### config.mk
export PLATFORM = sky130hd
export DESIGN_NAME = ir_beacon_servo_seeker_core
export DESIGN_NICKNAME = d
export VERILOG_FILES = /design/src/design/ibss_pkg.sv /design/src/design/ibss_cfg_regs.sv /design/src/design/ibss_update.sv /design/src/design/ir_beacon_servo_seeker_core.sv
export VERILOG_INCLUDE_DIRS = /design/src /design/src/design
export SDC_FILE = /design/constraint.sdc
export NUM_CORES = 1
export LEC_CHECK = 0
export CORE_AREA = 4 4 135 137
export DETAILED_ROUTE_END_ITERATION = 7
export DIE_AREA = 0 0 139 141
export DONT_BUFFER_PORTS = 1
export PLACE_DENSITY_LB_ADDON = 0.05
export SYNTH_ARGS = -nofsm -noshare
export SYNTH_HDL_FRONTEND = slang
export SYNTH_SLANG_ARGS = --single-unit
### constraint.sdc
create_clock -name clk_i -period 12.2 [get_ports clk_i]
set_input_delay 0.61 -clock clk_i [delete_from_list [all_inputs] [get_ports clk_i]]
set_output_delay 0.61 -clock clk_i [all_outputs]
set_load 0.02 [all_outputs]
### src/design/ir_beacon_servo_seeker_core_macros.svh
// Assertion macros for the IR beacon seeker core.
// Active in simulation; empty when SYNTH is defined.
`ifndef IR_BEACON_SERVO_SEEKER_CORE_MACROS_SVH
`define IR_BEACON_SERVO_SEEKER_CORE_MACROS_SVH

`ifndef SYNTH
`define IBSS_ASSERT(lbl, prop) \
  lbl: assert property (@(posedge clk_i) disable iff (!rst_ni) prop) \
    else $error("ibss assertion failed");
`define IBSS_ASSERT_NOT(lbl, prop) \
  lbl: assert property (@(posedge clk_i) disable iff (!rst_ni) not (prop)) \
    else $error("ibss assertion failed");
`else
`define IBSS_ASSERT(lbl, prop)
`define IBSS_ASSERT_NOT(lbl, prop)
`endif

`endif

### src/design/ibss_pkg.sv
// Shared types, register indexes and the servo code function of the seeker core.
// No dependencies.
package ibss_pkg;

  localparam int unsigned PeriodW  = 20;
  localparam int unsigned StepW    = 6;
  localparam int unsigned ElapsedW = 16;
  localparam int unsigned ReadingW = 4;
  localparam int unsigned CfgAddrW = 1;

  localparam logic [CfgAddrW-1:0] REG_UPDATE_PERIOD = 1'b0;
  localparam logic [CfgAddrW-1:0] REG_STEP_DEGREES  = 1'b1;

  localparam logic [PeriodW-1:0]  PERIOD_RESET   = 20'd10000;
  localparam logic [StepW-1:0]    STEP_RESET     = 6'd3;
  localparam logic [ReadingW-1:0] READING_NONE   = 4'd0;
  localparam logic [ReadingW-1:0] READING_CENTER = 4'd5;

  typedef enum logic [1:0] {
    TRACK_NONE  = 2'd0,
    TRACK_LEFT  = 2'd1,
    TRACK_RIGHT = 2'd2,
    TRACK_LOCK  = 2'd3
  } track_e;

  typedef struct packed {
    logic [PeriodW-1:0] period;
    logic [StepW-1:0]   step;
  } cfg_t;

  typedef struct packed {
    track_e             track;
    logic signed [7:0]  angle;
    logic [7:0]         servo;
  } res_t;

  // x * 255 / 180 == x * 17 / 12; divide by 4 by shift, then by 3 via 683 / 2048
  function automatic logic [7:0] servo_code(input logic [7:0] x);
    logic [11:0] n;
    logic [19:0] p;
    n = 12'(x) * 12'd17;
    p = 20'(n[11:2]) * 20'd683;
    return p[18:11];
  endfunction

endpackage

### src/design/ibss_cfg_regs.sv
// Configuration registers of the seeker core: update period and step size.
// Depends on ibss_pkg.
module ibss_cfg_regs (
  input  logic                          clk_i,
  input  logic                          rst_ni,
  input  logic                          cfg_we_i,
  input  logic [ibss_pkg::CfgAddrW-1:0] cfg_addr_i,
  input  logic [ibss_pkg::PeriodW-1:0]  cfg_wdata_i,
  output ibss_pkg::cfg_t                cfg_o
);
  import ibss_pkg::*;

  cfg_t cfg_q, cfg_d;

  always_comb begin
    cfg_d = cfg_q;
    if (cfg_we_i) begin
      case (cfg_addr_i)
        REG_UPDATE_PERIOD: cfg_d.period = cfg_wdata_i;
        REG_STEP_DEGREES:  cfg_d.step   = cfg_wdata_i[StepW-1:0];
        default:           cfg_d        = cfg_q;
      endcase
    end
  end

  always_ff @(posedge clk_i or negedge rst_ni) begin
    if (!rst_ni) begin
      cfg_q.period <= PERIOD_RESET;
      cfg_q.step   <= STEP_RESET;
    end else begin
      cfg_q <= cfg_d;
    end
  end

  assign cfg_o = cfg_q;

endmodule

### src/design/ibss_update.sv
// Time accumulator, seek angle, sweep direction and tracking state of the seeker.
// Computes one item's update combinationally. Depends on ibss_pkg.
module ibss_update (
  input  logic                          clk_i,
  input  logic                          rst_ni,
  input  logic                          fire_i,
  input  logic [ibss_pkg::ElapsedW-1:0] elapsed_i,
  input  logic [ibss_pkg::ReadingW-1:0] reading_i,
  input  ibss_pkg::cfg_t                cfg_i,
  output logic                          hit_o,
  output ibss_pkg::res_t                res_o
);
  import ibss_pkg::*;

  logic [PeriodW-1:0]  acc_q, acc_d;
  logic signed [7:0]   angle_q, angle_d;
  logic                scan_left_q, scan_left_d;
  track_e              track_q, track_d;

  logic [PeriodW:0]    sum;
  logic                hit;
  logic signed [8:0]   cur9;
  logic signed [8:0]   step9;
  logic signed [8:0]   moved;
  logic                scan_left_nx;
  logic signed [7:0]   angle_nx;
  logic [8:0]          diff9;
  track_e              track_nx;

  assign sum   = {1'b0, acc_q} + (PeriodW+1)'(elapsed_i);
  assign hit   = sum > {1'b0, cfg_i.period};
  assign cur9  = {angle_q[7], angle_q};
  assign step9 = {3'b000, cfg_i.step};

  always_comb begin
    moved        = cur9;
    scan_left_nx = scan_left_q;
    case (track_q)
      TRACK_NONE: begin
        moved = scan_left_q ? (cur9 + step9) : (cur9 - step9);
        if (!scan_left_q && (moved < -9'sd90)) begin
          scan_left_nx = 1'b1;
        end
        if (scan_left_nx && (moved > 9'sd90)) begin
          scan_left_nx = 1'b0;
        end
      end
      TRACK_LEFT: begin
        moved        = cur9 + step9;
        scan_left_nx = 1'b1;
      end
      TRACK_RIGHT: begin
        moved        = cur9 - step9;
        scan_left_nx = 1'b0;
      end
      default: begin
        moved = cur9;
      end
    endcase

    if (moved > 9'sd90) begin
      angle_nx = 8'sd90;
    end else if (moved < -9'sd90) begin
      angle_nx = -8'sd90;
    end else begin
      angle_nx = moved[7:0];
    end
  end

  assign diff9 = 9'd90 - {angle_nx[7], angle_nx};

  always_comb begin
    if (reading_i == READING_NONE) begin
      track_nx = TRACK_NONE;
    end else if (reading_i > READING_CENTER) begin
      track_nx = TRACK_LEFT;
    end else if (reading_i < READING_CENTER) begin
      track_nx = TRACK_RIGHT;
    end else begin
      track_nx = TRACK_LOCK;
    end
  end

  always_comb begin
    acc_d       = acc_q;
    angle_d     = angle_q;
    scan_left_d = scan_left_q;
    track_d     = track_q;
    if (fire_i) begin
      if (hit) begin
        acc_d       = '0;
        angle_d     = angle_nx;
        scan_left_d = scan_left_nx;
        track_d     = track_nx;
      end else begin
        acc_d = sum[PeriodW-1:0];
      end
    end
  end

  always_ff @(posedge clk_i or negedge rst_ni) begin
    if (!rst_ni) begin
      acc_q       <= '0;
      angle_q     <= '0;
      scan_left_q <= 1'b1;
      track_q     <= TRACK_NONE;
    end else begin
      acc_q       <= acc_d;
      angle_q     <= angle_d;
      scan_left_q <= scan_left_d;
      track_q     <= track_d;
    end
  end

  assign hit_o       = hit;
  assign res_o.servo = servo_code(diff9[7:0]);
  assign res_o.angle = angle_nx;
  assign res_o.track = track_nx;

endmodule

### src/design/ir_beacon_servo_seeker_core.sv
// Top level of the IR beacon seeker servo core: input register, update logic,
// result register. Depends on ibss_pkg, ibss_cfg_regs, ibss_update and the macros header.
//
//   channel  | dir | payload (lsb first)                          | handshake
//   s_axis   | in  | elapsed_us[15:0], sensor_reading[19:16]      | tvalid/tready
//   m_axis   | out | servo_position[7:0], angle[15:8], track[17:16] | tvalid/tready
//   cfg      | in  | 0 update_period_us, 1 step_degrees           | cfg_we_i
//
// One item per cycle unless m_axis stalls; path: input register, then result register.
// The update is a single pass from the input register through the angle step,
// clamp and servo code into the result register.
// Reset is asynchronous, active low; no clearing pass.
// A stalled m_axis holds the result; the input register still takes one more item.
`include "ir_beacon_servo_seeker_core_macros.svh"

module ir_beacon_servo_seeker_core (
  input  logic                          clk_i,
  input  logic                          rst_ni,
  input  logic                          s_axis_tvalid,
  output logic                          s_axis_tready,
  input  logic [23:0]                   s_axis_tdata,   // elapsed_us, sensor_reading, pad
  output logic                          m_axis_tvalid,
  input  logic                          m_axis_tready,
  output logic [23:0]                   m_axis_tdata,   // servo_position, angle_degrees,
                                                        // track_state, pad
  input  logic                          cfg_we_i,
  input  logic [ibss_pkg::CfgAddrW-1:0] cfg_addr_i,
  input  logic [ibss_pkg::PeriodW-1:0]  cfg_wdata_i
);
  import ibss_pkg::*;

  logic                in_valid_q, in_valid_d;
  logic [ElapsedW-1:0] elapsed_q, elapsed_d;
  logic [ReadingW-1:0] reading_q, reading_d;
  logic                out_valid_q, out_valid_d;
  res_t                res_q, res_d;

  cfg_t                cfg;
  res_t                res;
  logic                hit;
  logic                fire;
  logic                s_acc;

  ibss_cfg_regs u_cfg (
    .clk_i      (clk_i),
    .rst_ni     (rst_ni),
    .cfg_we_i   (cfg_we_i),
    .cfg_addr_i (cfg_addr_i),
    .cfg_wdata_i(cfg_wdata_i),
    .cfg_o      (cfg)
  );

  ibss_update u_update (
    .clk_i    (clk_i),
    .rst_ni   (rst_ni),
    .fire_i   (fire),
    .elapsed_i(elapsed_q),
    .reading_i(reading_q),
    .cfg_i    (cfg),
    .hit_o    (hit),
    .res_o    (res)
  );

  assign fire          = in_valid_q && (!out_valid_q || m_axis_tready);
  assign s_axis_tready = !in_valid_q || fire;
  assign s_acc         = s_axis_tvalid && s_axis_tready;

  always_comb begin
    in_valid_d  = in_valid_q;
    elapsed_d   = elapsed_q;
    reading_d   = reading_q;
    out_valid_d = out_valid_q;
    res_d       = res_q;
    if (fire) begin
      in_valid_d = 1'b0;
    end
    if (s_acc) begin
      in_valid_d = 1'b1;
      elapsed_d  = s_axis_tdata[ElapsedW-1:0];
      reading_d  = s_axis_tdata[ElapsedW +: ReadingW];
    end
    if (m_axis_tready) begin
      out_valid_d = 1'b0;
    end
    if (fire && hit) begin
      out_valid_d = 1'b1;
      res_d       = res;
    end
  end

  always_ff @(posedge clk_i or negedge rst_ni) begin
    if (!rst_ni) begin
      in_valid_q  <= 1'b0;
      out_valid_q <= 1'b0;
    end else begin
      in_valid_q  <= in_valid_d;
      out_valid_q <= out_valid_d;
    end
  end

  always_ff @(posedge clk_i) begin
    elapsed_q <= elapsed_d;
    reading_q <= reading_d;
    res_q     <= res_d;
  end

  assign m_axis_tvalid = out_valid_q;
  assign m_axis_tdata  = {6'b000000, res_q.track, res_q.angle, res_q.servo};

  `IBSS_ASSERT(a_angle_range, out_valid_q |-> (res_q.angle <= 8'sd90 && res_q.angle >= -8'sd90))
  `IBSS_ASSERT(a_servo_left_end, (out_valid_q && res_q.angle == 8'sd90) |-> (res_q.servo == 8'd0))
  `IBSS_ASSERT(a_servo_right_end, (out_valid_q && res_q.angle == -8'sd90) |-> (res_q.servo == 8'd255))
  `IBSS_ASSERT_NOT(a_ready_when_empty, !in_valid_q && !s_axis_tready)

endmodule

# ---- Word-level counts from Yosys, hierarchy flattened
# Index checks and enable logic that the tools add are counted.
dict set report totals {
  out_inout_bits 26
  wordCells 64
  regBits 97
}
dict set report op_classes {
  addsub 4
  reduce_logical 19
  muxes 16
  bitwise 1
  n_lt_le_gt_ge 7
  eq_ne 2
  mul 2
}
# operator count
set ops {}
lappend ops {{case mux 9 bit (3 select lines)} 1}
lappend ops {{adder 20 x 16 -> 21 bit} 1}
lappend ops {{> comparator 21 x 20 -> 1 bit} 1}
lappend ops {{two-way mux 20 bit} 1}
lappend ops {{multiplier 10 x 10 -> 19 bit, second input constant} 1}
lappend ops {{> comparator 9 x 8 -> 1 bit, second input constant} 2}
lappend ops {{< comparator 9 x 8 -> 1 bit, second input constant} 2}
lappend ops {{two-way mux 8 bit} 2}
lappend ops {{multiplier 8 x 5 -> 12 bit, second input constant} 1}
lappend ops {{adder 8 x 7 -> 9 bit} 1}
lappend ops {{two-way mux 9 bit} 1}
lappend ops {{subtractor 8 x 7 -> 9 bit} 1}
lappend ops {{two-way mux 1 bit} 8}
lappend ops {{subtractor 8 bit, first input constant} 1}
lappend ops {{AND reduction 2 bit} 3}
lappend ops {{logical AND 1 bit} 5}
lappend ops {{> comparator 4 x 3 -> 1 bit, second input constant} 1}
lappend ops {{logical NOT 4 bit} 1}
lappend ops {{< comparator 4 x 3 -> 1 bit, second input constant} 1}
lappend ops {{two-way mux 2 bit} 2}
lappend ops {{nonzero test 2 bit} 2}
lappend ops {{logical NOT 1 bit} 3}
lappend ops {{case mux 1 bit (3 select lines)} 1}
lappend ops {{AND reduction 3 bit} 1}
lappend ops {{other kinds (6)} 7}

# ---- Depth between registers and ports, before layout
dict set report depth {
  word_depth 9
  ltp_mapped 45
  depth_no_buf 44
}

# ---- Cells and area by module
# From an unflattened synthesis, not the netlist that was laid out.
dict set report unflattened {
  cells_unflattened 825
  area_unflattened_um2 8431.8
}
# module seq_area_each_um2 area_each_um2 cells_per_inst n_inst
set by_module_without_submodules {}
lappend by_module_without_submodules {ibss_update 777.0 6134.6 714 1}
lappend by_module_without_submodules {ir_beacon_servo_seeker_core 1191.1 1301.2 55 1}
lappend by_module_without_submodules {ibss_cfg_regs 659.4 996.0 56 1}

# ---- Least setup slack after synthesis
# OpenSTA, ideal clock, no wires.
dict set report synth_path {
  kind {register to register}
  startpoint {reg u_cfg.cfg_q, in the netlist u_cfg.cfg_o[0]}
  endpoint {reg res_q, in the netlist m_axis_tdata[7], data pin}
  n_path_buf 1
  stages_incl_launch_ff 45
  t_required_ns 11.937
  setup_slack_ns 2.555
  arrival_time_ns 9.382
  synth_period_minus_slack_ns 9.645
  path_cell_list {dfstp_2 > ha_1 > inv_1 > fa_1 > nor2b_1 > or4_1 > o311ai_1 > nor2_1 > o221a_1 > o21a_1 > o21ai_0 > inv_1 > nor3_1 > ha_1 > buf_1 > nor3_1 > a21o_1 > a22o_1 > [9 not listed] > ha_1 > ha_1 > inv_1 > fa_1 > inv_1 > fa_1 > inv_1 > fa_1 > inv_1 > ha_1 > o21ai_0 > nand2b_1 > nand3_1 > nand2_1 > a31oi_1 > a21oi_1 > a311oi_1 > xnor2_1}
}
# item line_no
set synth_lines {}
lappend synth_lines {{from (decl)} ibss_cfg_regs.sv:13} ;# cfg_t cfg_q, cfg_d;
lappend synth_lines {{from (signal assigned)} ibss_cfg_regs.sv:31} ;# cfg_q <= cfg_d;
lappend synth_lines {{to (signal assigned)} ir_beacon_servo_seeker_core.sv:104} ;# res_q <= res_d;
lappend synth_lines {{to (decl)} ir_beacon_servo_seeker_core.sv:36} ;# res_t res_q, res_d;

==> flow_metrics.env <==
export IMPL_final_max_slew_violation_count=0
export IMPL_holdCritPathClass="input pin to async pin"
export IMPL_wl_mm=19.3
export IMPL_synth_avg_cell_area_um2=9.61
export IMPL_cts_htree_levels=3
export IMPL_wl_per_cell_um=17.6
export IMPL_grt_max_degree=52
export IMPL_vias=6335
export IMPL_synthCells=878
export IMPL_maxCapViolCount=0
export IMPL_cts_root_buffer="clkbuf_16"
export IMPL_yosys_warnings=0
export IMPL_syn_cell_area_mm2=0.00843
export IMPL_relSlewSlack=0.226
export IMPL_syn_to_final_growth_pct=6.42
export IMPL_hold_slack_ns=0.101
export IMPL_cts_buffers_inserted=9
export IMPL_synthArstFlopShare=0.608
export IMPL_io_pins=76
export IMPL_ys_types=80
export IMPL_num_rows=48
export IMPL_start_kind="flop"
export IMPL_arrival_ns=10.86
export IMPL_max_freq_mhz=92.9
export IMPL_finalCritPeriodShare=0.882
export IMPL_fin_skew_ns=0.00921
export IMPL_synthTopCellsByArea="ha_1 (18%), dfrtp_1 (15%), edfxtp_1 (14%)"
export IMPL_finalSetupViolations=0
export IMPL_crit_slowest_cell="a211oi_2"
export IMPL_fp_dieW_um=139
export IMPL_nFillCells=1613
export IMPL_synth_common_cells="ha_1 (121), inv_1 (100), nand2_1 (84)"
export IMPL_clockBufferDepth=2
export IMPL_setup_worst_path_end_class="flop"
export IMPL_ys_flop_type="dfrtp_1"
export IMPL_clk_pin_slew_ns=0.07
export IMPL_drt_initial_drc_count=288
export IMPL_antenna_cells=0
export IMPL_seqCellArea_mm2=0.00263
export IMPL_layout_drive_gt1_share=0.0790
export IMPL_crit_buf_inv=7
export IMPL_grt_pass1_wl_mm=32.6
export IMPL_cp_max_fo=11
export IMPL_core_mm2=0.0171
export IMPL_grt_pass1_vias=6405
export IMPL_synth_seq_cells=97
export IMPL_dr_pass1_iters=5
export IMPL_tns_ns=0
export IMPL_worst_pin_slew_ns=1.16
export IMPL_via_per_inst=5.77
export IMPL_status="finished, final reports clean"
export IMPL_yosysMostFrequentCell="ha_1"
export IMPL_clock_latency_ns=0.35
export IMPL_yosysSeqAreaShare=0.312
export IMPL_die_area_mm2=0.0196
export IMPL_max_stage_delay_ns=0.66
export IMPL_drc=0
export IMPL_start_util=0.494
export IMPL_portBuffers=0
export IMPL_grt_ovfl_total=0
export IMPL_dp_final_hpwl_mm=15.3
export IMPL_synth_top_cell_by_area="ha_1"
export IMPL_critPathRequiredTime_ns=12.29
export IMPL_drtAntennaViolNets=0
export IMPL_die_h_um=141
export IMPL_path_class="flop to flop"
export IMPL_gp_congestion=0.865
export IMPL_antenna_found_initial=0
export IMPL_cts_tree="built"
export IMPL_grt_total_usage=0.204
export IMPL_final_nets=1063
export IMPL_rsz0062_at_grt="false"
export IMPL_multi_input_area_mm2=0.00529
export IMPL_yosysTopAreaCellShare=0.179
export IMPL_synth_edff_count=38
export IMPL_hold_viol_final=0
export IMPL_clkSinkCount=97
export IMPL_finish_utilization=0.526
export IMPL_critical_path_top_delay_family="adder cells"
export IMPL_period_needed_ns=10.76
==> layout make-up <==
type,instances,share of cell area
sequential,97,0.293
clock inverter,6,0.0125
clock buffer,10,0.0255
multi-input combinational,654,0.590
inverter,102,0.0427
tap,225,0.0314
timing repair buffer,4,0.00558
==> state kept, by name, indices dropped and copies added, names as in the netlist <==
signal,flops
in_valid_q,1
u_update.acc_q,20
m_axis_tdata,18
elapsed_q,16
m_axis_tvalid,1
u_update.track_q,2
u_cfg.cfg_o,26
u_update.scan_left_q,1
u_update.angle_q,8
reading_q,4
==> kinds of logic after synthesis <==
logic type	count (synthesis)	share of synthesized area
AO/OA/AOI/OAI	225	0.188
AND/OR/NAND/NOR	211	0.123
adder cells (fa/ha/maj)	146	0.238
buffers and inverters	132	0.0635
flip-flops	97	0.312
XOR/XNOR	39	0.0405
multiplexers	27	0.0349
other	1	0.000445
==> cells in the final DEF (no fill, tap or decap), types with 4 or more instances in the layout <==
master	netlist	layout
ha_1	121	121
inv_1	100	100
nand2_1	84	84
o21ai_0	56	56
dfrtp_1	51	51
a21oi_1	39	39
edfxtp_1	38	38
xnor2_1	29	29
nor2_1	25	25
fa_1	24	24
a21o_1	21	21
mux2_2	19	19
nand3_1	15	15
nor2b_1	15	14
nor3_1	14	14
nand2b_1	12	12
nand4_1	11	11
xor2_1	10	10
o211ai_1	9	9
clkbuf_16	0	9
a31oi_1	8	8
mux2i_1	8	8
a211oi_1	8	8
o31ai_1	8	8
dfstp_2	8	8
o21bai_1	7	7
and2_1	7	7
o21a_1	6	6
a221oi_1	6	6
and3_1	6	6
conb_1	1	6
o21ai_1	5	5
a31o_2	5	5
or4_1	4	4
nor4_1	4	4
==> through the flow <==
step | area, µm² | worst slack [ns] | std cells
floorplan | 8450 | 2.56 | 883
global placement | 8610 | 1.68 | 1081
detailed placement | 8610 | 1.50 | 1081
CTS | 8980 | 1.47 | 1098
global route | 8980 | 0.509 | 1098
finish | 8980 | 1.44 | 1098
==> worst paths after layout <==
kind,from,endpoint,slack [ns],cells past startpoint
setup / recovery,u_cfg.cfg_o[1],m_axis_tdata[7],1.44,41
max in group asynchronous,rst_ni,u_update.acc_q[6],11.83,1
setup reg to reg,u_cfg.cfg_o[1],m_axis_tdata[7],1.44,41
hold / removal,rst_ni,u_cfg.cfg_o[19],0.10,0
hold reg to reg,u_update.acc_q[2],u_update.acc_q[2],0.49,2
min in group clk_i,s_axis_tdata[7],elapsed_q[7],0.35,0
==> timing repair <==
action | 4_1_cts | 5_1_grt
setup buffers | 0 | 0
endpoints found under the hold margin | 51 | 0
resized for setup | 0 | 0
hold buffers | 1 | 0
==> metal layers <==
metal	wire length, µm	GRT usage	up-vias
met5	0	0	-
met4	315	0.0505	0
met3	627	0.0322	22
met2	9490	0.351	131
met1	8910	0.270	3067
li1	-	-	3115
==> worst reg2reg max path: cells and delay by family (launching register included) <==
kind | cells | cell delay, ns
flip-flops | 1 | 0.57
buffers and inverters | 7 | 0.40
adder cells (fa/ha/maj) | 11 | 3.89
XOR/XNOR | 1 | 0.10
AO/OA/AOI/OAI | 12 | 3.85
AND/OR/NAND/NOR | 10 | 1.70
Power is not shown: default switching activity piles up to over one toggle a cycle in this logic, so the estimate is an artifact.
